<file path="config.mk">
export PLATFORM = sky130hd
export DESIGN_NAME = shell_command_lexer
export DESIGN_NICKNAME = d
export VERILOG_FILES = /design/src/rtl/core/scl_pkg.sv /design/src/rtl/core/scl_front.sv /design/src/rtl/core/scl_queue.sv /design/src/rtl/core/scl_back.sv /design/src/rtl/core/shell_command_lexer.sv
export SDC_FILE = /design/constraint.sdc
export NUM_CORES = 1
export LEC_CHECK = 0
export BUFFER_PORTS_ARGS = -buffer_cell sky130_fd_sc_hd__buf_2
export CORE_MARGIN = 2
export CORE_UTILIZATION = 40
export CTS_BUF_LIST = sky130_fd_sc_hd__clkbuf_4
export DETAILED_ROUTE_END_ITERATION = 12
export GPL_TIMING_DRIVEN = 0
export PLACE_DENSITY_LB_ADDON = 0.08
export SYNTH_ARGS = -nofsm -noshare
export SYNTH_HDL_FRONTEND = slang
export SYNTH_SLANG_ARGS = --single-unit
export TNS_END_PERCENT = 10
</file>
<file path="constraint.sdc">
create_clock -name i_clk -period 7.01 [get_ports i_clk]
set_clock_uncertainty 0.2 [all_clocks]
set_input_delay 0 -clock i_clk [delete_from_list [all_inputs] [get_ports i_clk]]
set_output_delay 0 -clock i_clk [all_outputs]
set_load 0.1 [all_outputs]
</file>
<file path="src/rtl/core/scl_pkg.sv">
// Shared types and constants for the shell command lexer.
`timescale 1ns / 1ps
`default_nettype none

package scl_pkg;

    // Default longest word is one less than this value.
    localparam int MAX_WORD_DEF = 256;

    // Event bundles buffered between the front and the back.
    localparam int QUEUE_DEPTH = 4;

    // One byte can cause at most this many events.
    localparam int MAX_EVENTS = 4;

    localparam logic [3:0] K_CHAR   = 4'd0;
    localparam logic [3:0] K_WEND   = 4'd1;
    localparam logic [3:0] K_PIPE   = 4'd2;
    localparam logic [3:0] K_IN     = 4'd3;
    localparam logic [3:0] K_OUT    = 4'd4;
    localparam logic [3:0] K_APPEND = 4'd5;
    localparam logic [3:0] K_BG     = 4'd6;
    localparam logic [3:0] K_END    = 4'd7;
    localparam logic [3:0] K_ERRS   = 4'd8;
    localparam logic [3:0] K_ERRD   = 4'd9;

    typedef struct packed {
        logic [7:0] byte_req;
        logic       last;
    } t_in_item;

    typedef struct packed {
        logic [3:0] kind;
        logic [7:0] char_value;
        logic       run_last;
    } t_out_item;

    // All events caused by one input byte, in emission order.
    typedef struct packed {
        logic [2:0]                  cnt;
        logic [MAX_EVENTS-1:0][3:0]  kind;
        logic [MAX_EVENTS-1:0][7:0]  chr;
    } t_bundle;

endpackage

`default_nettype wire

</file>
<file path="src/rtl/core/scl_front.sv">
// Front end: lexer state and classification of each byte into an event bundle.
`timescale 1ns / 1ps
`default_nettype none

module scl_front #(
    parameter int MAX_WORD = scl_pkg::MAX_WORD_DEF
) (
    input  wire logic              i_clk,
    input  wire logic              i_rst_n,
    input  wire logic              i_valid,
    output logic                   o_stall,
    input  wire scl_pkg::t_in_item i_item,
    input  wire logic              i_q_full,
    output logic                   o_push,
    output scl_pkg::t_bundle       o_bundle
);
    import scl_pkg::*;

    localparam int LEN_W = $clog2(MAX_WORD);
    localparam logic [LEN_W-1:0] LEN_MAX = LEN_W'(MAX_WORD - 1);

    localparam logic [2:0] M_NORMAL = 3'd0;
    localparam logic [2:0] M_SQ     = 3'd1;
    localparam logic [2:0] M_DQ     = 3'd2;
    localparam logic [2:0] M_DQE    = 3'd3;
    localparam logic [2:0] M_ESC    = 3'd4;
    localparam logic [2:0] M_DONE   = 3'd5;

    localparam logic [7:0] CH_PIPE = 8'h7C;
    localparam logic [7:0] CH_LT   = 8'h3C;
    localparam logic [7:0] CH_GT   = 8'h3E;
    localparam logic [7:0] CH_AMP  = 8'h26;
    localparam logic [7:0] CH_SQ   = 8'h27;
    localparam logic [7:0] CH_DQ   = 8'h22;
    localparam logic [7:0] CH_BSL  = 8'h5C;
    localparam logic [7:0] CH_NL   = 8'h0A;
    localparam logic [7:0] CH_SP   = 8'h20;
    localparam logic [7:0] CH_TAB  = 8'h09;
    localparam logic [7:0] CH_VT   = 8'h0B;
    localparam logic [7:0] CH_FF   = 8'h0C;
    localparam logic [7:0] CH_CR   = 8'h0D;

    logic [2:0]       r_mode, n_mode;
    logic             r_gt, n_gt;
    logic [LEN_W-1:0] r_len, n_len;
    logic             accept;
    logic             consumed;
    logic             add_ok;
    logic             is_space;
    logic [7:0]       b;
    logic             lst;
    t_bundle          bnd;

    function automatic t_bundle f_push(input t_bundle cur, input logic [3:0] k,
                                       input logic [7:0] c);
        t_bundle res;
        res = cur;
        if (cur.cnt < 3'(MAX_EVENTS)) begin
            res.kind[cur.cnt[1:0]] = k;
            res.chr[cur.cnt[1:0]]  = c;
            res.cnt                = cur.cnt + 3'd1;
        end
        return res;
    endfunction

    assign o_stall = i_q_full;
    assign accept  = i_valid && !i_q_full;
    assign b       = i_item.byte_req;
    assign lst     = i_item.last;
    assign add_ok  = (r_len != LEN_MAX);
    assign is_space = (b == CH_SP) || (b == CH_TAB) || (b == CH_VT) ||
                      (b == CH_FF) || (b == CH_CR);

    always_comb begin
        n_mode   = r_mode;
        n_gt     = r_gt;
        n_len    = r_len;
        bnd      = '0;
        consumed = 1'b0;
        if (r_mode != M_DONE) begin
            // A pending '>' is resolved by the byte that follows it.
            if (r_gt) begin
                n_gt = 1'b0;
                if (b == CH_GT) begin
                    bnd      = f_push(bnd, K_APPEND, 8'd0);
                    consumed = 1'b1;
                end else begin
                    bnd = f_push(bnd, K_OUT, 8'd0);
                end
            end
            if (!consumed) begin
                unique case (r_mode)
                    M_SQ: begin
                        if (b == CH_SQ) begin
                            n_mode = M_NORMAL;
                        end else if (add_ok) begin
                            n_len = r_len + LEN_W'(1);
                            bnd   = f_push(bnd, K_CHAR, b);
                        end
                    end
                    M_DQ: begin
                        if (b == CH_DQ) begin
                            n_mode = M_NORMAL;
                        end else if (b == CH_BSL && !lst) begin
                            n_mode = M_DQE;
                        end else if (add_ok) begin
                            n_len = r_len + LEN_W'(1);
                            bnd   = f_push(bnd, K_CHAR, b);
                        end
                    end
                    M_DQE: begin
                        n_mode = M_DQ;
                        if (add_ok) begin
                            n_len = r_len + LEN_W'(1);
                            bnd   = f_push(bnd, K_CHAR, b);
                        end
                    end
                    M_ESC: begin
                        n_mode = M_NORMAL;
                        if (add_ok) begin
                            n_len = r_len + LEN_W'(1);
                            bnd   = f_push(bnd, K_CHAR, b);
                        end
                    end
                    default: begin
                        n_mode = M_NORMAL;
                        if (b == CH_NL || is_space || b == CH_PIPE || b == CH_LT ||
                            b == CH_GT || b == CH_AMP) begin
                            if (r_len != '0) begin
                                bnd   = f_push(bnd, K_WEND, 8'd0);
                                n_len = '0;
                            end
                        end
                        priority if (b == CH_NL) begin
                            bnd    = f_push(bnd, K_END, 8'd0);
                            n_mode = M_DONE;
                        end else if (is_space) begin
                        end else if (b == CH_PIPE) begin
                            bnd = f_push(bnd, K_PIPE, 8'd0);
                        end else if (b == CH_LT) begin
                            bnd = f_push(bnd, K_IN, 8'd0);
                        end else if (b == CH_GT) begin
                            n_gt = 1'b1;
                        end else if (b == CH_AMP) begin
                            bnd = f_push(bnd, K_BG, 8'd0);
                        end else if (b == CH_SQ) begin
                            n_mode = M_SQ;
                        end else if (b == CH_DQ) begin
                            n_mode = M_DQ;
                        end else if (b == CH_BSL && !lst) begin
                            n_mode = M_ESC;
                        end else if (add_ok) begin
                            n_len = r_len + LEN_W'(1);
                            bnd   = f_push(bnd, K_CHAR, b);
                        end
                    end
                endcase
            end
            // End of string: close an open quote with an error, else finish the line unless a newline already did.
            if (lst) begin
                priority if (n_mode == M_SQ) begin
                    bnd = f_push(bnd, K_ERRS, 8'd0);
                end else if (n_mode == M_DQ || n_mode == M_DQE) begin
                    bnd = f_push(bnd, K_ERRD, 8'd0);
                end else if (n_mode != M_DONE) begin
                    if (n_gt) begin
                        bnd = f_push(bnd, K_OUT, 8'd0);
                    end
                    if (n_len != '0) begin
                        bnd = f_push(bnd, K_WEND, 8'd0);
                    end
                    bnd = f_push(bnd, K_END, 8'd0);
                end else begin
                end
            end
        end
        if (lst) begin
            n_mode = M_NORMAL;
            n_gt   = 1'b0;
            n_len  = '0;
        end
    end

    assign o_push   = accept && (bnd.cnt != 3'd0);
    assign o_bundle = bnd;

    always_ff @(posedge i_clk) begin
        if (!i_rst_n) begin
            r_mode <= M_NORMAL;
            r_gt   <= 1'b0;
            r_len  <= '0;
        end else if (accept) begin
            r_mode <= n_mode;
            r_gt   <= n_gt;
            r_len  <= n_len;
        end
    end

endmodule

`default_nettype wire

</file>
<file path="src/rtl/core/scl_queue.sv">
// Small FIFO of event bundles between the front and the back.
`timescale 1ns / 1ps
`default_nettype none

module scl_queue (
    input  wire logic             i_clk,
    input  wire logic             i_rst_n,
    input  wire logic             i_push,
    input  wire scl_pkg::t_bundle i_data,
    output logic                  o_full,
    input  wire logic             i_pop,
    output logic                  o_valid,
    output scl_pkg::t_bundle      o_data
);
    import scl_pkg::*;

    localparam int PTR_W = $clog2(QUEUE_DEPTH);

    t_bundle          r_mem [QUEUE_DEPTH];
    logic [PTR_W-1:0] r_wr, r_rd;
    logic [PTR_W:0]   r_cnt;

    assign o_full  = (r_cnt == (PTR_W + 1)'(QUEUE_DEPTH));
    assign o_valid = (r_cnt != '0);
    assign o_data  = r_mem[r_rd];

    always_ff @(posedge i_clk) begin
        if (i_push) begin
            r_mem[r_wr] <= i_data;
        end
    end

    always_ff @(posedge i_clk) begin
        if (!i_rst_n) begin
            r_wr  <= '0;
            r_rd  <= '0;
            r_cnt <= '0;
        end else begin
            if (i_push) begin
                r_wr <= r_wr + PTR_W'(1);
            end
            if (i_pop) begin
                r_rd <= r_rd + PTR_W'(1);
            end
            unique case ({i_push, i_pop})
                2'b10:   r_cnt <= r_cnt + (PTR_W + 1)'(1);
                2'b01:   r_cnt <= r_cnt - (PTR_W + 1)'(1);
                default: r_cnt <= r_cnt;
            endcase
        end
    end

endmodule

`default_nettype wire

</file>
<file path="src/rtl/core/scl_back.sv">
// Back end: takes bundles from the queue and sends their events one per cycle while i_stall is low.
`timescale 1ns / 1ps
`default_nettype none

module scl_back (
    input  wire logic             i_clk,
    input  wire logic             i_rst_n,
    input  wire logic             i_q_valid,
    input  wire scl_pkg::t_bundle i_q_data,
    output logic                  o_pop,
    output logic                  o_valid,
    input  wire logic             i_stall,
    output scl_pkg::t_out_item    o_item
);
    import scl_pkg::*;

    t_bundle    r_cur;
    logic [1:0] r_idx;
    logic       r_busy;
    logic       fire;
    logic       last_ev;

    assign fire    = r_busy && !i_stall;
    assign last_ev = ({1'b0, r_idx} == (r_cur.cnt - 3'd1));
    assign o_pop   = i_q_valid && (!r_busy || (fire && last_ev));

    assign o_valid           = r_busy;
    assign o_item.kind       = r_cur.kind[r_idx];
    assign o_item.char_value = r_cur.chr[r_idx];
    assign o_item.run_last   = last_ev;

    always_ff @(posedge i_clk) begin
        if (o_pop) begin
            r_cur <= i_q_data;
        end
    end

    always_ff @(posedge i_clk) begin
        if (!i_rst_n) begin
            r_busy <= 1'b0;
            r_idx  <= '0;
        end else if (o_pop) begin
            r_busy <= 1'b1;
            r_idx  <= '0;
        end else if (fire) begin
            if (last_ev) begin
                r_busy <= 1'b0;
            end else begin
                r_idx <= r_idx + 2'd1;
            end
        end
    end

endmodule

`default_nettype wire

</file>
<file path="src/rtl/core/shell_command_lexer.sv">
// Top level of the streaming shell command line lexer.
//
// Input channel: one command-line byte per transaction on i_item, with
// i_item.last set on the byte that ends the string. o_stall rises only when
// the internal queue of event bundles is full.
// Output channel: one token event per transaction on o_item (kind, character,
// run_last marks the final event caused by one input byte).
// Throughput: one input byte per cycle while o_stall is low. The back end
// sends one event per cycle while i_stall is low, so a byte that causes
// several events (up to four) holds the output until all are sent; a
// four-entry bundle queue absorbs such bursts, and bytes that cause no event
// are not queued. With the block idle, a byte's bundle is written into the
// queue when the byte is accepted and then loaded into the back end's bundle
// register, which drives o_item.
// Reset (synchronous, i_rst_n low) returns the lexer to its start state,
// empties the queue and drops o_valid. While i_stall is high the current
// event stays on o_item, the queue fills, and then o_stall holds off input.
`timescale 1ns / 1ps
`default_nettype none

module shell_command_lexer #(
    parameter int MAX_WORD = scl_pkg::MAX_WORD_DEF
) (
    input  wire logic              i_clk,
    input  wire logic              i_rst_n,
    input  wire logic              i_valid,
    output logic                   o_stall,
    input  wire scl_pkg::t_in_item i_item,
    output logic                   o_valid,
    input  wire logic              i_stall,
    output scl_pkg::t_out_item     o_item
);
    import scl_pkg::*;

    logic    q_full;
    logic    q_push;
    logic    q_pop;
    logic    q_valid;
    t_bundle q_in;
    t_bundle q_out;

    scl_front #(
        .MAX_WORD (MAX_WORD)
    ) u_front (
        .i_clk    (i_clk),
        .i_rst_n  (i_rst_n),
        .i_valid  (i_valid),
        .o_stall  (o_stall),
        .i_item   (i_item),
        .i_q_full (q_full),
        .o_push   (q_push),
        .o_bundle (q_in)
    );

    scl_queue u_queue (
        .i_clk   (i_clk),
        .i_rst_n (i_rst_n),
        .i_push  (q_push),
        .i_data  (q_in),
        .o_full  (q_full),
        .i_pop   (q_pop),
        .o_valid (q_valid),
        .o_data  (q_out)
    );

    scl_back u_back (
        .i_clk     (i_clk),
        .i_rst_n   (i_rst_n),
        .i_q_valid (q_valid),
        .i_q_data  (q_out),
        .o_pop     (q_pop),
        .o_valid   (o_valid),
        .i_stall   (i_stall),
        .o_item    (o_item)
    );

endmodule

`default_nettype wire

</file>
==> key figures, run 1 <==
Run status
  – Result of the run: complete, no violations

Synthesis
  – Number of synthesized register bits: 277
  – Sequential fraction of the synthesis area: 60.6%
  – Area share of the largest cell type after synthesis: 57.3%
  – Number of warnings issued by yosys: 0
  – Top post-synthesis cells by area: edfxtp_1 (57%), mux4_2 (11%), dfxtp_1 (3.3%), ha_1 (2.1%), a21oi_1 (2.0%)
  – Post-synth design cell area: 13400 um2
  – Average instance area after synthesis: 13.9 um2
  – Ys flop type: edfxtp_1
  – Count of cell types in the netlist: 87
  – EDFF count, synth: 255
  – Cell taking the most area after synthesis: edfxtp_1
  – Net count after synthesis: 997
  – Synthesized instance count: 961
  – Share of async-settable or async-resettable flops after synthesis: 0%
  – Dominant cell by count in the synthesized netlist: edfxtp_1
  – Top cells by count, synth: edfxtp_1 (255), nand2_1 (71), mux4_2 (63), a21oi_1 (54), nor2_1 (52)

Route
  – Via count normalized by instance count: 5.67
  – Routed wirelength normalized by instance count: 22.9 um
  – Via count: 8983
  – Detailed Routing Iterations Pass 1: 5
  – Antenna-violating nets left: 0
  – DRC violation total after the first TritonRoute iteration: 767
  – Detailed-route wire length: 36200 um
  – Post-detailed-route DRC marker count: 0

Setup path
  – Worst setup slack for register-to-register paths: 220 ps
  – Nature of the critical path endpoint: register
  – Top cell by count, worst path: ha_4
  – Largest fanout of any net on the critical path: 9
  – Category of the critical setup timing path: register to register
  – Highest cell delay on the worst timing path: 420 ps
  – Crit path DAT: 7240 ps
  – CP max-delay cell: fa_1
  – Worst path required time: 7470 ps
  – Setup crit start kind: register

Job
  – Maximum capacitance violations: 0

Power
  – Leakage power: 5.21 nW
  – P_int: 3.50 mW
  – Total power: 5.21 mW
  – Relative contribution of combinational cells to total power: 28.1%
  – Maximum resistive drop on vdd: 0.230 mV
  – Share of total power in sequential cells: 43.3%
  – Clock share of power: 28.6%
  – Switching share of power: 32.8%
  – Power density relative to cell area: 337 nW/um2
  – Sw Pwr: 1.71 mW

Clocking
  – Skew-Pair Late Insertion Delay: 740 ps
  – Total number of H-tree levels: 3
  – Num CTS Buffers: 74
  – Clock transition time at the flip-flop clock pins of the worst setup and hold paths: 60 ps
  – CTS tree: yes
  – Maximum clock insertion buffer count: 3
  – Clock Sinks: 277
  – Root buffer cell: clkbuf_4

Global route
  – Global route overflow: 0
  – Initial antenna violation count: 1
  – Maximum number of pins on one net before global-route repair: 52
  – Global-route wire length before repair: 55500 um
  – GR Util All Layers: 21.1%
  – Number of global-route vias before repair: 9162

Floorplan
  – DIE WIDTH: 187 um
  – DIE HEIGHT: 187 um
  – Area of the placeable core: 32700 um2
  – I/O pin cnt: 28
  – Effective utilization at floorplan: 40.8%
  – Die ar.: 34900 um2
  – Number of rows in the core area: 66

Finish
  – Fin nets: 1125
  – Fraction of layout instances using a drive strength above 1: 25.3%
  – Relative area change from synthesis to final layout: 15.7%
  – Final design instance area without fill: 15500 um2
  – Final design utilization: 47.3%
  – Final non-filler cell total: 1583

STA
  – Setup_tns: 0 ps
  – Peak Freq: 0.147 GHz
  – Hold violation total from the final report: 0
  – Worst Hold Slack: 79.7 ps
  – Min Tclk post-route: 6790 ps
  – Crit share post-route: 96.8%
  – Worst slew pin tran: 1340 ps
  – Endpoints failing setup: 0
  – Worst path setup slack after routing: 222 ps
  – Number of pins with negative max-slew slack in the final report: 0
  – Slew HR: 9.96%

Place
  – Placed Cells incl. Taps: 1429
  – Port buffer count: 25
  – Pre-CTS setup slack: -1340 ps
  – Placed Instance Area: 14100 um2
  – Half-perimeter wire length after placement: 23500 um
  – Final estimated routing congestion in global placement: 0.908

Min path
  – Class of the worst hold path: primary input to register
-- final cells by class --
type | count | area (um2)
antenna | 1 | 2.50
sequential | 277 | 8100
multi-input combinational | 588 | 5050
clock buffer | 112 | 841
clock inverter | 15 | 139
buffer | 55 | 241
fill | 3017 | 17200
timing repair buffer | 52 | 378
tap | 442 | 553
inverter | 41 | 154
-- power groups by stage --
| stage | registers (mW) | clock network [mW] | logic [mW] |
|---|---|---|---|
| 4_1_cts | 2.26 | 1.53 | 1.49 |
| 3_5_place_dp | 2.29 | 0 | 1.47 |
| 5_1_grt | 2.28 | 1.63 | 1.58 |
| 3_3_place_gp | 2.31 | 0 | 1.44 |
| 2_1_floorplan | 2.28 | 0 | 1.09 |
| 6_report | 2.25 | 1.49 | 1.46 |
-- path summary, 6_finish.rpt --
check                    from               end  depth (start not counted)
min                   i_stall    u_back.o_valid                          4
min reg2reg   u_queue.r_wr[1]   u_queue.r_wr[1]                          2
max reg2reg  u_front.r_len[0]  u_queue.r_cnt[2]                         34
max          u_front.r_len[0]  u_queue.r_cnt[2]                         34
-- routing by layer --
| metal | wire length [um] | up-vias | part of all wire (%) | track usage [%] |
|---|---|---|---|---|
| met2 | 17100 | 326 | 47 | 33.5 |
| met4 | 1020 | 0 | 2.8 | 8.94 |
| met3 | 2050 | 66 | 5.7 | 4.48 |
| li1 | - | 4089 | - | - |
| met1 | 16000 | 4502 | 44 | 28.3 |
| met5 | 0 | - | 0 | 0 |
-- repair_timing --
item	CTS	global route
endpoints found under the setup margin	286	206
gates resized for setup	20	15
pin swaps	5	5
hold buffers	15	0
endpoints found under the hold margin	189	0
setup buffers	9	2
-- critical path, delay by kind of cell (launching register included) --
kind | cells | cell delay (ps)
compound gates | 12 | 1760
xor+xnor | 1 | 160
fa+ha+maj | 8 | 2050
buf+inv | 7 | 830
flops | 1 | 310
mux | 1 | 280
simple gates | 5 | 1110
-- registers in the layout, indices dropped and copies added, names as in the netlist --
name	count
u_back.r_idx	2
u_queue.r_mem	204
u_back.o_valid	1
u_front.r_gt	1
u_queue.r_wr	2
u_queue.r_cnt	3
u_front.r_mode	3
u_front.r_len	8
u_back.r_cur	51
u_queue.r_rd	2
-- cell usage in the layout (no fill, tap or decap), drive strengths merged, types with 10 or more instances in the layout --
master,instances
a211oi,15
a21oi,55
a22oi,12
and2,20
buf,56
clkbuf,148
clkinv,10
dfxtp,22
dlygate4sd3,15
edfxtp,255
ha,22
inv,43
mux4,63
nand2,72
nand3,21
nor2,52
nor2b,18
nor3,28
nor4,16
o21ai,36
-- kinds of logic (layout without fill, tap and decap cells) --
group | count (synthesis) | after routing | share of synthesized area (%)
mux | 71 | 71 | 11.3
compound gates | 210 | 210 | 11.2
buf+inv | 96 | 275 | 2.89
other cells | 0 | 1 | 0
xor+xnor | 14 | 14 | 0.918
simple gates | 270 | 270 | 10.9
flops | 277 | 277 | 60.6
fa+ha+maj | 23 | 23 | 2.21
No activity file was read; power rests on OpenSTA's default activity.
==> run 2, diff against run 1 <==
--- a/config.mk
+++ b/config.mk
@@ -11,8 +11,9 @@
 export CTS_BUF_LIST = sky130_fd_sc_hd__clkbuf_4
 export DETAILED_ROUTE_END_ITERATION = 12
 export GPL_TIMING_DRIVEN = 0
-export PLACE_DENSITY_LB_ADDON = 0.08
+export PLACE_DENSITY = 0.66
 export SYNTH_ARGS = -nofsm -noshare
 export SYNTH_HDL_FRONTEND = slang
+export SYNTH_HIERARCHICAL = 1
 export SYNTH_SLANG_ARGS = --single-unit
 export TNS_END_PERCENT = 10
==> run 2 against run 1 <==
Combinational power up 5%. Area after synthesis rose by 0.86%. Final cell count is 1.1% lower. Critical path type is now primary input to register. Wire length fell by 11%. Clock-buffer cell count down 15. Via count decreased by 1.5%. Largest cell class unchanged. Sequential power rose by 3%. Sequential cell count grew 2. Clock power shrank 11%. Final area rose by 0.11%. Critical path depth down 11.
==> key figures, run 2 <==
Global route
  – GR Util All Layers: 18.5%
  – Number of global-route vias before repair: 8851
  – Global route overflow: 0
  – Maximum number of pins on one net before global-route repair: 52
  – Global-route wire length before repair: 50300 um
  – Initial antenna violation count: 2

Finish
  – Register name with the most flops: u_queue/r_mem
  – Final non-filler cell total: 1565
  – Leading cell types in the layout, fill and taps excluded: edfxtp_1 (255), clkbuf_4 (97), nor2_1 (62), mux4_2 (54), nand2_1 (51)
  – Most common library cell in the layout ignoring fill and taps: edfxtp_1
  – Fin nets: 1105
  – Relative area change from synthesis to final layout: 14.9%
  – Fraction of layout instances using a drive strength above 1: 23.9%
  – Largest regs: u_queue/r_mem (204), u_back/r_cur (51), u_front/r_len (8)
  – Final design instance area without fill: 15500 um2
  – Final design utilization: 46.4%
  – Max FFs per register: 204

STA
  – Worst slew pin tran: 1130 ps
  – Min Tclk post-route: 6780 ps
  – Number of pins with negative max-slew slack in the final report: 0
  – Hold violation total from the final report: 0
  – Slew HR: 24.4%
  – RSZ-0062 raised after global routing: no
  – Crit share post-route: 96.7%
  – Peak Freq: 0.148 GHz
  – Endpoints failing setup: 0
  – Worst Hold Slack: 17.3 ps

Route
  – Detailed-route wire length: 32300 um
  – Post-detailed-route DRC marker count: 0
  – Via count normalized by instance count: 5.66
  – Antenna-violating nets left: 0
  – Detailed Routing Iterations Pass 1: 6
  – Via count: 8852
  – Routed wirelength normalized by instance count: 20.7 um
  – DRC violation total after the first TritonRoute iteration: 694

Floorplan
  – I/O pin cnt: 28
  – Area of the placeable core: 33400 um2
  – DIE HEIGHT: 188 um
  – Effective utilization at floorplan: 40.4%
  – DIE WIDTH: 188 um
  – Number of rows in the core area: 67
  – Die ar.: 35200 um2

Place
  – Port buffer count: 25
  – Placed Cells incl. Taps: 1417
  – Placed Instance Area: 14200 um2
  – Final estimated routing congestion in global placement: 0.953
  – Half-perimeter wire length after placement: 21200 um

Setup path
  – Category of the critical setup timing path: primary input to register
  – Logic depth of the worst register-to-register path: 21
  – Worst path required time: 7040 ps
  – CP Launch Point: i_item[1]
  – Largest fanout of any net on the critical path: 51
  – End of the worst register-to-register path: u_queue/r_mem[3][47]
  – Worst setup path endpoint: u_queue/r_mem[3][47]
  – Worst flop-to-flop path startpoint: u_front/r_len[1]
  – Worst setup slack for register-to-register paths: 330 ps
  – Crit path DAT: 6810 ps
  – Setup crit start kind: primary input
  – Nature of the critical path endpoint: register

Clocking
  – Total number of H-tree levels: 3
  – CTS tree: yes
  – Root buffer cell: clkbuf_4
  – Clock transition time at the flip-flop clock pins of the worst setup and hold paths: 60 ps
  – Maximum clock insertion buffer count: 3
  – Num CTS Buffers: 74
  – Clock Sinks: 279
  – Skew-Pair Late Insertion Delay: 650 ps

Power
  – Share of total power in sequential cells: 44.6%
  – Relative contribution of combinational cells to total power: 29.7%
  – Clock share of power: 25.7%
  – Sw Pwr: 1.74 mW
  – Maximum resistive drop on vdd: 0.397 mV
  – Switching share of power: 33.5%
  – Power density relative to cell area: 336 nW/um2
  – Leakage power: 5.43 nW
  – P_int: 3.46 mW

Synthesis
  – Top cells by count, synth: edfxtp_1 (255), nor2_1 (63), mux4_2 (54), nand2_1 (52)
  – Average instance area after synthesis: 14.3 um2
  – Number of synthesized register bits: 279
  – EDFF count, synth: 255
  – Ys flop type: edfxtp_1
  – Post-synth design cell area: 13500 um2
  – Cell taking the most area after synthesis: edfxtp_1
  – Top post-synthesis cells by area: edfxtp_1 (57%), mux4_2 (9.0%), dfxtp_1 (3.6%), ha_1 (2.4%), mux4_1 (1.8%)
  – Count of cell types in the netlist: 92
  – Sequential fraction of the synthesis area: 60.4%
  – Net count after synthesis: 982
  – Area share of the largest cell type after synthesis: 56.8%
  – Dominant cell by count in the synthesized netlist: edfxtp_1
  – Share of async-settable or async-resettable flops after synthesis: 0%
  – Synthesized instance count: 942
  – Number of warnings issued by yosys: 6

Min path
  – Class of the worst hold path: primary input to register

Job
  – Maximum capacitance violations: 0

Run status
  – Result of the run: complete, no violations
## run 2: changes by cell type after synthesis, sizes merged, moves of 12 or more
cell    before  now
a211oi      15    3
a21oi       55   32
and3         3   15
inv         41   29
nand2       72   52
nand4        7   22
## run 2: timing repair
action                                  CTS  global route
resized for setup                         6            42
buffers inserted                          0             3
pin swaps                                 0             3
endpoints found under the setup margin  207           206
hold endpoints to repair                183             0
hold buffers                             19             0
gates cloned                              0             0
## run 2: stage by stage
step	setup WS, ps	setup TNS [ps]	total power, mW
floorplan	222	0	3.53
global placement	-2200	-443850	3.85
detailed placement	-1150	-185570	3.90
CTS	8.90	0	5.26
global route	2.31	0	5.46
finish	234	0	5.19
## run 2: worst max-delay path: stages
cell and delay [ps]:
dlygate4sd3_1 530, buf_2 190, or4b_4 600, dlygate4sd3_1 630
nor3_4 230, nor2_1 130, nand3_1 190, o31ai_1 120
or4_4 530, or4_1 520, buf_2 170, and2_1 170
buf_6 140, o21a_1 180, ha_1 290, nor2_1 40
a31o_2 230, a211o_1 290, o22a_1 260, a41oi_4 350
buf_4 170, buf_4 110, and2_4 690
## run 2: cell families after synthesis
family,after synthesis,share of synthesized area [%]
xor+xnor,18,1.47
simple gates,296,12.0
fa+ha+maj,27,2.56
mux,69,11.2
buf+inv,88,3.51
compound gates,165,8.78
flops,279,60.4
## run 2: how the worst min path moves through the flow
| stage | depth (start not counted) | slack [ps] | start | to |
|---|---|---|---|---|
| 5_1_grt | 4 | 70 | i_item[6] | u_queue/r_mem[1][27] |
| 3_3_place_gp | 2 | 230 | i_rst_n | u_back/o_valid |
| 2_1_floorplan | 1 | -80 | i_rst_n | u_back/o_valid |
| 3_5_place_dp | 2 | 230 | i_rst_n | u_back/o_valid |
| 6_report | 4 | 20 | i_item[6] | u_queue/r_mem[1][27] |
| 4_1_cts | 6 | 6 | i_item[3] | u_front/r_gt |
## run 2: power by group through the flow
stage                     Clock [mW]  Combinational [mW]  Sequential, mW
after detailed placement           0                1.54            2.36
final                           1.33                1.54            2.32
after global routing            1.47                1.64            2.34
after global placement             0                1.47            2.37
after floorplan                    0                1.17            2.35
after CTS                       1.38                1.56            2.32
## run 2: area by class of cell
cell class | count | area [um2]
fill | 3002 | 17900
sequential | 279 | 8140
multi-input combinational | 575 | 5020
clock buffer | 97 | 728
tap | 448 | 561
timing repair buffer | 49 | 378
buffer | 56 | 362
clock inverter | 30 | 169
inverter | 30 | 113
antenna | 1 | 2.50
## run 2: layer usage
metal,wire length (um),global-route usage (%),vias to the layer above
met3,2400,3.46,89
met5,0,0,-
li1,-,-,4025
met4,1030,7.54,0
met1,13600,24.8,4335
met2,15300,29.7,403
